File: src/hw/rtl/z80sc_pkg.sv
package z80sc_pkg;

  localparam int MemBytesDef = 65536;
  localparam logic [15:0] ResetPcDef = 16'h0000;
  localparam logic [15:0] ResetSpDef = 16'hffff;

  localparam logic CFG_RESET_PC = 1'b0;
  localparam logic CFG_RESET_SP = 1'b1;

  localparam logic [7:0] FL_S  = 8'h80;
  localparam logic [7:0] FL_Z  = 8'h40;
  localparam logic [7:0] FL_H  = 8'h10;
  localparam logic [7:0] FL_PV = 8'h04;
  localparam logic [7:0] FL_N  = 8'h02;
  localparam logic [7:0] FL_C  = 8'h01;

  localparam logic [2:0] R_HL_MEM = 3'd6;
  localparam logic [2:0] R_A      = 3'd7;

  localparam logic [2:0] ALU_ADD = 3'd0;
  localparam logic [2:0] ALU_SUB = 3'd2;
  localparam logic [2:0] ALU_AND = 3'd4;
  localparam logic [2:0] ALU_XOR = 3'd5;
  localparam logic [2:0] ALU_OR  = 3'd6;
  localparam logic [2:0] ALU_CP  = 3'd7;

  typedef enum logic [4:0] {
    C_NOP, C_HALT, C_LDRN, C_INCDEC, C_LDRR, C_ALU, C_ALUI, C_LD16, C_LDAM, C_LDMA,
    C_JP, C_JPCC, C_JR, C_JRCC, C_CALL, C_RET, C_IN, C_OUT, C_BAD
  } cls_t;

  typedef struct packed {
    cls_t       cls;
    logic [1:0] nops;
    logic       rd_hl;
    logic       wr_hl;
  } dec_t;

  typedef enum logic [3:0] {
    ST_CLR, ST_IDLE, ST_F1, ST_DEC, ST_O1, ST_O2, ST_AO, ST_M1, ST_R1, ST_R2,
    ST_EX, ST_C2, ST_DONE
  } state_t;

  typedef enum logic [2:0] {
    AS_PC, AS_HL, AS_NN, AS_SP, AS_SPM1, AS_LOAD, AS_CLR
  } addr_sel_t;

  typedef enum logic [2:0] {
    WD_ZERO, WD_LOAD, WD_RES, WD_A, WD_PCH, WD_PCL
  } wd_sel_t;

  typedef enum logic [2:0] {
    LAT_NONE, LAT_IR, LAT_LO, LAT_HI, LAT_MDR
  } lat_t;

  typedef struct packed {
    logic      mem_rd;
    logic      mem_wr;
    addr_sel_t asel;
    wd_sel_t   wsel;
    lat_t      lat;
    logic      pc_inc;
    logic      sp_inc;
    logic      sp_dec;
    logic      start;
    logic      exec;
    logic      call_jump;
    logic      out_load;
    logic      clr_step;
  } cmd_t;

  typedef struct packed {
    dec_t dec;
    logic halted;
    logic clr_last;
  } sts_t;

  function automatic dec_t decode(input logic [7:0] op);
    dec_t d;
    logic [2:0] y;
    logic [2:0] z;
    y = op[5:3];
    z = op[2:0];
    d.cls = C_BAD;
    d.nops = 2'd0;
    d.rd_hl = 1'b0;
    d.wr_hl = 1'b0;
    priority if (op == 8'h76) begin
      d.cls = C_HALT;
    end else if ((op & 8'hc7) == 8'h06) begin
      d.cls = C_LDRN;
      d.nops = 2'd1;
      d.wr_hl = (y == R_HL_MEM);
    end else if ((op & 8'hc7) == 8'h04 || (op & 8'hc7) == 8'h05) begin
      d.cls = C_INCDEC;
      d.rd_hl = (y == R_HL_MEM);
      d.wr_hl = (y == R_HL_MEM);
    end else if (op[7:6] == 2'b01) begin
      d.cls = C_LDRR;
      d.rd_hl = (z == R_HL_MEM);
      d.wr_hl = (y == R_HL_MEM);
    end else if (op[7:6] == 2'b10 && y != 3'd1 && y != 3'd3) begin
      d.cls = C_ALU;
      d.rd_hl = (z == R_HL_MEM);
    end else begin
      unique case (op)
        8'h00, 8'hf3, 8'hfb: d.cls = C_NOP;
        8'h01, 8'h11, 8'h21, 8'h31: begin d.cls = C_LD16; d.nops = 2'd2; end
        8'h3a: begin d.cls = C_LDAM; d.nops = 2'd2; end
        8'h32: begin d.cls = C_LDMA; d.nops = 2'd2; end
        8'hc3: begin d.cls = C_JP; d.nops = 2'd2; end
        8'hc2, 8'hca, 8'hd2, 8'hda, 8'he2, 8'hea, 8'hf2, 8'hfa: begin
          d.cls = C_JPCC; d.nops = 2'd2;
        end
        8'h18: begin d.cls = C_JR; d.nops = 2'd1; end
        8'h20, 8'h28, 8'h30, 8'h38: begin d.cls = C_JRCC; d.nops = 2'd1; end
        8'hcd: begin d.cls = C_CALL; d.nops = 2'd2; end
        8'hc9: d.cls = C_RET;
        8'hc6, 8'hd6, 8'he6, 8'hee, 8'hf6, 8'hfe: begin d.cls = C_ALUI; d.nops = 2'd1; end
        8'hdb: begin d.cls = C_IN; d.nops = 2'd1; end
        8'hd3: begin d.cls = C_OUT; d.nops = 2'd1; end
        default: d.cls = C_BAD;
      endcase
    end
    return d;
  endfunction

endpackage

File: src/hw/rtl/z80sc_ctrl.sv
module z80sc_ctrl (
  input  logic            clk,
  input  logic            rst_n,
  input  logic            in_valid,
  input  logic            in_opcode,
  output logic            in_stall,
  output logic            out_valid,
  input  logic            out_stall,
  input  z80sc_pkg::sts_t sts,
  output z80sc_pkg::cmd_t cmd
);

  z80sc_pkg::state_t state_r, state_nxt;
  logic out_valid_r, out_valid_nxt;
  logic out_free;

  assign out_free = !out_valid_r || !out_stall;
  assign in_stall = (state_r != z80sc_pkg::ST_IDLE);
  assign out_valid = out_valid_r;

  always_comb begin
    state_nxt = state_r;
    unique case (state_r)
      z80sc_pkg::ST_CLR: if (sts.clr_last) state_nxt = z80sc_pkg::ST_IDLE;
      z80sc_pkg::ST_IDLE: begin
        if (in_valid) begin
          if (in_opcode || sts.halted) state_nxt = z80sc_pkg::ST_DONE;
          else state_nxt = z80sc_pkg::ST_F1;
        end
      end
      z80sc_pkg::ST_F1: state_nxt = z80sc_pkg::ST_DEC;
      z80sc_pkg::ST_DEC: begin
        state_nxt = (sts.dec.nops != 2'd0) ? z80sc_pkg::ST_O1 : z80sc_pkg::ST_AO;
      end
      z80sc_pkg::ST_O1: begin
        state_nxt = (sts.dec.nops == 2'd2) ? z80sc_pkg::ST_O2 : z80sc_pkg::ST_AO;
      end
      z80sc_pkg::ST_O2: state_nxt = z80sc_pkg::ST_AO;
      z80sc_pkg::ST_AO: begin
        priority if (sts.dec.cls == z80sc_pkg::C_RET) state_nxt = z80sc_pkg::ST_R1;
        else if (sts.dec.rd_hl || sts.dec.cls == z80sc_pkg::C_LDAM)
          state_nxt = z80sc_pkg::ST_M1;
        else state_nxt = z80sc_pkg::ST_EX;
      end
      z80sc_pkg::ST_R1: state_nxt = z80sc_pkg::ST_R2;
      z80sc_pkg::ST_R2: state_nxt = z80sc_pkg::ST_EX;
      z80sc_pkg::ST_M1: state_nxt = z80sc_pkg::ST_EX;
      z80sc_pkg::ST_EX: begin
        state_nxt = (sts.dec.cls == z80sc_pkg::C_CALL) ? z80sc_pkg::ST_C2
                                                       : z80sc_pkg::ST_DONE;
      end
      z80sc_pkg::ST_C2: state_nxt = z80sc_pkg::ST_DONE;
      z80sc_pkg::ST_DONE: if (out_free) state_nxt = z80sc_pkg::ST_IDLE;
      default: state_nxt = z80sc_pkg::ST_IDLE;
    endcase
  end

  always_comb begin
    cmd = '0;
    cmd.asel = z80sc_pkg::AS_PC;
    cmd.wsel = z80sc_pkg::WD_ZERO;
    cmd.lat = z80sc_pkg::LAT_NONE;
    unique case (state_r)
      z80sc_pkg::ST_CLR: begin
        cmd.mem_wr = 1'b1;
        cmd.asel = z80sc_pkg::AS_CLR;
        cmd.clr_step = 1'b1;
      end
      z80sc_pkg::ST_IDLE: begin
        if (in_valid) begin
          cmd.start = 1'b1;
          if (in_opcode) begin
            cmd.mem_wr = 1'b1;
            cmd.asel = z80sc_pkg::AS_LOAD;
            cmd.wsel = z80sc_pkg::WD_LOAD;
          end else if (!sts.halted) begin
            cmd.mem_rd = 1'b1;
            cmd.pc_inc = 1'b1;
          end
        end
      end
      z80sc_pkg::ST_F1: cmd.lat = z80sc_pkg::LAT_IR;
      z80sc_pkg::ST_DEC: begin
        if (sts.dec.nops != 2'd0) begin
          cmd.mem_rd = 1'b1;
          cmd.pc_inc = 1'b1;
        end
      end
      z80sc_pkg::ST_O1: begin
        cmd.lat = z80sc_pkg::LAT_LO;
        if (sts.dec.nops == 2'd2) begin
          cmd.mem_rd = 1'b1;
          cmd.pc_inc = 1'b1;
        end
      end
      z80sc_pkg::ST_O2: cmd.lat = z80sc_pkg::LAT_HI;
      z80sc_pkg::ST_AO: begin
        priority if (sts.dec.cls == z80sc_pkg::C_RET) begin
          cmd.mem_rd = 1'b1;
          cmd.asel = z80sc_pkg::AS_SP;
          cmd.sp_inc = 1'b1;
        end else if (sts.dec.rd_hl) begin
          cmd.mem_rd = 1'b1;
          cmd.asel = z80sc_pkg::AS_HL;
        end else if (sts.dec.cls == z80sc_pkg::C_LDAM) begin
          cmd.mem_rd = 1'b1;
          cmd.asel = z80sc_pkg::AS_NN;
        end else begin
          cmd.mem_rd = 1'b0;
        end
      end
      z80sc_pkg::ST_R1: begin
        cmd.lat = z80sc_pkg::LAT_LO;
        cmd.mem_rd = 1'b1;
        cmd.asel = z80sc_pkg::AS_SP;
        cmd.sp_inc = 1'b1;
      end
      z80sc_pkg::ST_R2: cmd.lat = z80sc_pkg::LAT_HI;
      z80sc_pkg::ST_M1: cmd.lat = z80sc_pkg::LAT_MDR;
      z80sc_pkg::ST_EX: begin
        cmd.exec = 1'b1;
        priority if (sts.dec.wr_hl) begin
          cmd.mem_wr = 1'b1;
          cmd.asel = z80sc_pkg::AS_HL;
          cmd.wsel = z80sc_pkg::WD_RES;
        end else if (sts.dec.cls == z80sc_pkg::C_LDMA) begin
          cmd.mem_wr = 1'b1;
          cmd.asel = z80sc_pkg::AS_NN;
          cmd.wsel = z80sc_pkg::WD_A;
        end else if (sts.dec.cls == z80sc_pkg::C_CALL) begin
          cmd.mem_wr = 1'b1;
          cmd.asel = z80sc_pkg::AS_SPM1;
          cmd.wsel = z80sc_pkg::WD_PCH;
          cmd.sp_dec = 1'b1;
        end else begin
          cmd.mem_wr = 1'b0;
        end
      end
      z80sc_pkg::ST_C2: begin
        cmd.mem_wr = 1'b1;
        cmd.asel = z80sc_pkg::AS_SPM1;
        cmd.wsel = z80sc_pkg::WD_PCL;
        cmd.sp_dec = 1'b1;
        cmd.call_jump = 1'b1;
      end
      z80sc_pkg::ST_DONE: cmd.out_load = out_free;
      default: cmd.mem_rd = 1'b0;
    endcase
  end

  always_comb begin
    out_valid_nxt = out_valid_r;
    if (cmd.out_load) out_valid_nxt = 1'b1;
    else if (!out_stall) out_valid_nxt = 1'b0;
  end

  always_ff @(posedge clk) begin
    if (!rst_n) begin
      state_r <= z80sc_pkg::ST_CLR;
      out_valid_r <= 1'b0;
    end else begin
      state_r <= state_nxt;
      out_valid_r <= out_valid_nxt;
    end
  end

endmodule

File: config.mk
export PLATFORM = sky130hd
export DESIGN_NAME = z80sc_ctrl
export DESIGN_NICKNAME = d
export VERILOG_FILES = /design/src/hw/rtl/z80sc_pkg.sv /design/src/hw/rtl/z80sc_ctrl.sv
export SDC_FILE = /design/constraint.sdc
export NUM_CORES = 1
export LEC_CHECK = 0
export ABC_AREA = 1
export BUFFER_PORTS_ARGS = -buffer_cell sky130_fd_sc_hd__buf_2
export CORE_MARGIN = 1
export CORE_UTILIZATION = 48
export CTS_BUF_LIST = sky130_fd_sc_hd__clkbuf_16
export DETAILED_ROUTE_END_ITERATION = 10
export GPL_TIMING_DRIVEN = 0
export PLACE_DENSITY = 0.83
export SYNTH_ARGS = -nofsm -noshare
export SYNTH_HDL_FRONTEND = slang
export SYNTH_SLANG_ARGS = --single-unit
File: constraint.sdc
create_clock -name clk -period 4.8 [get_ports clk]
set_clock_uncertainty 0.15 [all_clocks]
set_input_delay 0.96 -clock clk [delete_from_list [all_inputs] [get_ports clk]]
set_output_delay 0.96 -clock clk [all_outputs]
set_load 0.03 [all_outputs]
==> flow_metrics.py, run 1 <==
metrics = {
    "worst_setup_path": {
        "crit_cells": 9,
        "max_stage_delay_ps": 180,
        "r2r-start": "state_r[1]",
        "path_cells": "buf_2 -> nand2_1 -> nor2_1 -> nand3_1 -> nor2_4 -> inv_2 -> o21ai_4 -> or2_1 -> buf_2",
        "crit_type": "primary input to primary output",
        "cp_slowest_cell": "buf_2",
        "startpoint_type": "primary input",
        "r2r-end": "state_r[0]",
        "crit_family": "simple AND/OR/NAND/NOR gates",
        "worstPathRequired_ps": 3690,
        "crit_path_max_fanout": 3,
        "startpoint": "sts[9]",
        "crit_path_end": "cmd[16]",
        "r2r_cells": 9,
        "crit_top_cell": "buf_2",
        "arrival_ps": 1980,
        "reg2reg_slack_ps": 3230,
        "cp_num_buf_inv": 3,
        "end_kind": "primary output",
    },
    "clock_tree": {
        "cts_buffers": 3,
        "ctsLongestPathBuffers": 2,
        "cts-hold-fix-buffers": 0,
        "insertion_delay_ps": 230,
        "cts_tree": "yes",
        "cts_sinks": 5,
        "cts_post_setup_buffers_inserted": 0,
        "clk_pin_slew_ps": 30,
        "cts_resized": 0,
        "h-tree-depth": 1,
        "cts-root-buf": "clkbuf_16",
    },
    "yosys": {
        "yosys_register_bits": 5,
        "synth.yosys.seq_area_share_pct": 13.5,
        "synth.area.top_cells": "nand2_1 (16%), dfxtp_1 (13%), nor2_1 (13%), inv_1 (12%), nand3_1 (10%)",
        "postSynthAreaPerCell_sq_um": 5.38,
        "yosys.cell_types.count": 22,
        "synth_warnings": 0,
        "netlist_instances": 138,
        "netlist.area_leader.share_pct": 16.2,
        "synth_area_sq_um": 742,
        "synth_nets": 154,
        "yosysTopAreaCell": "nand2_1",
    },
    "sta": {
        "hold_violations": 0,
        "slew_violations": 0,
        "period_needed_ps": 3090,
        "fin_tns_setup_ps": 0,
        "max_freq_mhz": 324,
        "fin_ws_ps": 1710,
        "slew_headroom_pct": 78.9,
        "finalSetupViolations": 0,
        "fin_crit_sh_pct": 64.3,
        "rsz0062_at_grt": "false",
        "worstMarginPinSlew_ps": 316,
    },
    "placed_design": {
        "port-buffer-count": 36,
        "placed_cells": 189,
        "dp_slack_ps": 1710,
        "place.gp.congestion": 0.822,
        "post-dp-hpwl_um": 1640,
    },
    "grt": {
        "grt_use_total_pct": 27.0,
        "grt-ovfl-total": 0,
        "grt_pass1_wl_um": 2970,
        "grt_pass1_vias": 773,
        "grt_max_degree": 7,
        "antenna_found_initial": 0,
    },
    "floorplan": {
        "rows": 13,
        "die_h_um": 41.3,
        "die-area_sq_um": 1710,
        "initial_utilization_pct": 54.3,
        "ios": 37,
        "fp.coreArea_sq_um": 1370,
        "fp.dieW_um": 41.3,
    },
    "finish": {
        "stdcell_count": 193,
        "diodes": 0,
        "final_layout_size_suffix_gt1_share_pct": 32.0,
        "fillers": 131,
        "final_cell_mix": "buf_2 (36), nand2_1 (32), inv_1 (25), nor2_1 (25), nand3_1 (15)",
        "final_common_cell": "buf_2",
        "areaGrowthSynthToFinish_pct": 37.4,
        "final_nets": 195,
    },
    "route": {
        "dr.pass1.iters": 4,
        "avgRoutedWirePerCell_um": 10.4,
        "vias": 980,
        "vias_per_cell": 5.08,
        "drc_errors": 0,
        "ant_nets": 0,
        "first_iter_violations": 31,
        "drt-total-wl_um": 2010,
    },
    "run": {
        "drv_cap": 0,
    },
    "power_and_ir_drop": {
        "peakVddDrop_v": 0.000348,
        "power_leakage_uw": 0.000665,
        "power_density_nw_per_um2": 609,
        "p_total_uw": 621,
    },
    "min_path": {
        "hp-class": "flop to flop",
    },
    "outcome": {
        "status": "finished, final reports clean",
    },
}
## worst min-delay path by stage
| stage | from | to | slack [ps] | depth (start not counted) |
|---|---|---|---|---|
| global route | out_valid | out_valid | 380 | 2 |
| finish | out_valid | out_valid | 350 | 2 |
| floorplan | state_r[0] | state_r[1] | 450 | 4 |
| global placement | out_valid | out_valid | 320 | 2 |
| CTS | out_valid | out_valid | 350 | 2 |
| detailed placement | out_valid | out_valid | 320 | 2 |
## cell families (layout without fill, tap and decap cells)
| logic type | Yosys count | in the layout | synth area share (%) |
|---|---|---|---|
| compound gates | 13 | 13 | 11.8 |
| simple gates | 90 | 90 | 58.7 |
| buf+inv | 30 | 70 | 16.0 |
| flops | 5 | 5 | 13.5 |
## metrics by stage
stage               utilization, %  hold WS (ps)  cell area, sq um
detailed placement            68.9           324               941
finish                        74.6           350              1020
global route                  74.6           383              1020
global placement              68.9           320               941
floorplan                        -           452               742
CTS                           74.6           353              1020
## worst min-delay path: cells and delay by family, from the launching register on
| kind | cells | cell delay [ps] |
|---|---|---|
| simple gates | 1 | 80 |
| flops | 1 | 300 |
| compound gates | 1 | 60 |
## sequential cells by signal (all words and copies together), names as in the netlist
name and count:
out_valid 1, state_r 4
## synthesized netlist by cell type
library cell / count
a21oi_1: 4
buf_4: 1
dfxtp_1: 5
inv_1: 24
inv_2: 4
inv_4: 1
nand2_1: 32
nand2_2: 3
nand2_4: 2
nand3_1: 15
nand3b_1: 2
nand4_1: 1
nor2_1: 25
nor2_2: 3
nor2_4: 2
nor2_8: 1
nor3_1: 2
o2111ai_1: 3
o21ai_0: 3
o21ai_1: 2
o21ai_4: 1
or2_1: 2
## layer usage
metal	vias up	GRT usage, %	share of wire [%]
met5	-	0	0
met4	0	0	0
met3	0	9.57	6.6
met2	37	51.2	52
met1	434	30.5	41
li1	509	-	-
## final cells by class
type	count	area, sq um	area share [%]
sequential	5	100	9.82
multi-input combinational	103	523	51.3
timing repair buffer	36	180	17.7
buffer	1	7.51	0.736
tap	15	18.8	1.84
clock buffer	3	75.1	7.36
clock inverter	1	3.75	0.368
inverter	29	111	10.9
## report_power, final
| part | internal (uW) | switching (uW) | leakage, uW |
|---|---|---|---|
| sequential | 53.9 | 18.9 | 0.0000408 |
| clock | 108 | 27.0 | 0.0000423 |
| combinational | 120 | 293 | 0.000582 |
| total | 282 | 339 | 0.000665 |
Power figures use the tool's default switching activity.
==> run 2, diff against run 1 <==
- ABC_AREA: 1 -> 0
- CORE_UTILIZATION: 48 -> 42
- PLACE_DENSITY: 0.83 -> 0.75
- clock period: 4.8 -> 2.56 ns (I/O delays scaled with it)
==> run 2 against run 1 <==
Sequential share of layout area fell by 0.98 points. Hold slack improved by 9.8 ps. Global-route usage fell by 1.6 points.
==> flow_metrics.py, run 2 <==
metrics = {
    "outcome": {
        "status": "finished, final reports clean",
    },
    "finish": {
        "fillers": 162,
        "largest_reg_flops": 4,
        "stdcell_count": 188,
        "design_area_sq_um": 1130,
        "final_common_cell": "buf_2",
        "diodes": 0,
        "final_cell_mix": "buf_2 (39), nor2_1 (12), nand2_1 (12), a21oi_1 (8), nor3_1 (6)",
        "areaGrowthSynthToFinish_pct": 35.5,
        "post-route-util_pct": 62.8,
        "final_nets": 180,
        "final_layout_size_suffix_gt1_share_pct": 32.5,
        "top_register": "state_r",
    },
    "min_path": {
        "hp-class": "flop to flop",
        "min_delay_path_depth": 2,
    },
    "floorplan": {
        "fp.coreArea_sq_um": 1800,
        "rows": 15,
        "fp.dieW_um": 46.6,
        "die-area_sq_um": 2170,
        "ios": 37,
        "die_h_um": 46.6,
        "initial_utilization_pct": 46.4,
    },
    "grt": {
        "grt_pass1_wl_um": 3910,
        "grt-ovfl-total": 0,
        "grt_pass1_vias": 912,
        "grt_max_degree": 20,
        "antenna_found_initial": 0,
        "grt_use_total_pct": 25.4,
    },
    "placed_design": {
        "post-dp-hpwl_um": 1920,
        "place.gp.congestion": 0.864,
        "dp_slack_ps": 59.8,
        "dpl_cell_area_sq_um": 1040,
        "placed_cells": 185,
        "port-buffer-count": 35,
    },
    "sta": {
        "hold_violations": 0,
        "max_freq_mhz": 406,
        "fin_ws_ps": 96.0,
        "period_needed_ps": 2460,
        "worstMarginPinSlew_ps": 383,
        "finalSetupViolations": 0,
        "slew_violations": 0,
        "rsz0062_at_grt": "true",
        "slew_headroom_pct": 73.8,
        "fin_crit_sh_pct": 96.3,
    },
    "route": {
        "vias_per_cell": 6.04,
        "highest_layer": "met4",
        "drc_errors": 0,
        "dr.pass1.iters": 4,
        "met2WireLength_um": 1260,
        "vias": 1135,
        "wl_met1_um": 1140,
        "wl_met3_um": 193,
        "avgRoutedWirePerCell_um": 13.9,
        "drt-total-wl_um": 2620,
        "first_iter_violations": 40,
        "ant_nets": 0,
    },
    "worst_setup_path": {
        "cp_slowest_cell": "dfxtp_1",
        "crit_top_cell": "buf_2",
        "crit_family": "buffers and inverters",
        "max_stage_delay_ps": 320,
        "crit_type": "flop to primary output",
        "path_cells": "buf_2 -> buf_2 -> buf_4 -> a31oi_1 -> o211ai_1 -> buf_2",
        "r2r_cells": 5,
        "crit_path_max_fanout": 10,
        "startpoint_type": "flop",
        "cp_num_buf_inv": 4,
        "end_kind": "primary output",
        "worstPathRequired_ps": 1900,
        "arrival_ps": 1800,
        "crit_cells": 6,
    },
    "yosys": {
        "synth_ff_type": "dfxtp_1",
        "synth_nets": 141,
        "yosysTopAreaCell": "dfxtp_1",
        "yosys_register_bits": 5,
        "synth_warnings": 0,
        "synth_area_sq_um": 836,
        "synth.area.top_cells": "dfxtp_1 (12%), nand2_1 (5.4%), nor2_1 (5.4%), a21oi_1 (4.8%), buf_2 (4.2%)",
        "netlist_instances": 125,
        "postSynthAreaPerCell_sq_um": 6.69,
        "synth_edf_count": 0,
        "netlist.area_leader.share_pct": 12.0,
        "yosys.cell_types.count": 48,
        "async_flop_share_pct": 0,
        "synth.yosys.seq_area_share_pct": 12.0,
        "synth.top_cells.by_count": "nand2_1 (12), nor2_1 (12), a21oi_1 (8)",
    },
    "power_and_ir_drop": {
        "power_density_nw_per_um2": 614,
        "peakVddDrop_v": 0.000496,
        "power_leakage_uw": 0.000526,
        "p_total_uw": 695,
    },
    "clock_tree": {
        "cts-root-buf": "clkbuf_16",
        "cts_sinks": 5,
        "cts_post_setup_buffers_inserted": 0,
        "insertion_delay_ps": 230,
        "cts_buffers": 3,
        "ctsLongestPathBuffers": 2,
        "clk_pin_slew_ps": 30,
        "cts_tree": "yes",
        "h-tree-depth": 1,
        "cts-hold-fix-buffers": 0,
    },
    "run": {
        "drv_cap": 0,
    },
}
[run 2: cell count changes after synthesis, moves of 5 or more]
cell      delta
nand2b_1     +5
inv_1       -20
nand2_1     -20
buf_2        +7
nor2_1      -13
nor2b_1      +5
nand3_1     -13
[run 2: area by class of cell]
| type | count | area [sq um] | area share (%) |
|---|---|---|---|
| Buffer | 11 | 66.3 | 5.86 |
| Timing Repair Buffer | 35 | 178 | 15.7 |
| Tap cell | 25 | 31.3 | 2.76 |
| Clock buffer | 3 | 75.1 | 6.63 |
| Clock inverter | 1 | 3.75 | 0.331 |
| Sequential cell | 5 | 100 | 8.84 |
| Inverter | 4 | 15.0 | 1.33 |
| Multi-Input combinational cell | 104 | 663 | 58.6 |
[run 2: logic make-up (layout without fill, tap and decap cells)]
group                  after synthesis  after routing  synth area share [%]
AND/OR/NAND/NOR                     61             61                  41.5
AO/OA/AOI/OAI                       42             42                  35.5
buffers and inverters               16             54                  10.0
flip-flops                           5              5                  12.0
XOR/XNOR                             1              1                  1.05
[run 2: path summary, 6_finish.rpt]
path / from / endpoint / slack (ps)
max: state_r[2] / cmd[18] / 100
min: out_valid / out_valid / 360
max reg2reg: state_r[1] / state_r[2] / 760
min reg2reg: out_valid / out_valid / 360
[run 2: power breakdown]
part / switching (uW) / internal (uW)
clock network: 49.3 / 202
registers: 6.19 / 86.5
logic: 236 / 116
total: 291 / 404
[run 2: tightest hold or removal path, delay by kind of cell, from the launching register on]
kind	cells	cell delay [ps]
AOI/OAI and AO/OA	1	70
DFF	1	310
and+or+nand+nor	1	70
[run 2: through the flow]
step | TNS (ps) | hold slack, ps
final | 0 | 360
after global routing | -8.89 | 409
after CTS | 0 | 367
after detailed placement | 0 | 345
after global placement | 0 | 335
after floorplan | 0 | 372
[run 2: repair_timing]
action / 4_1_cts / 5_1_grt
hold endpoints to repair: 0 / 0
gates resized for setup: 0 / 5
pin swaps: 0 / 1
endpoints found under the setup margin: 1 / 3
[run 2: metal layers]
layer / GRT usage (%) / vias up
met5: 0 / -
met4: 10.3 / 0
met3: 3.14 / 4
met2: 40.3 / 65
met1: 34.5 / 517
li1: - / 549
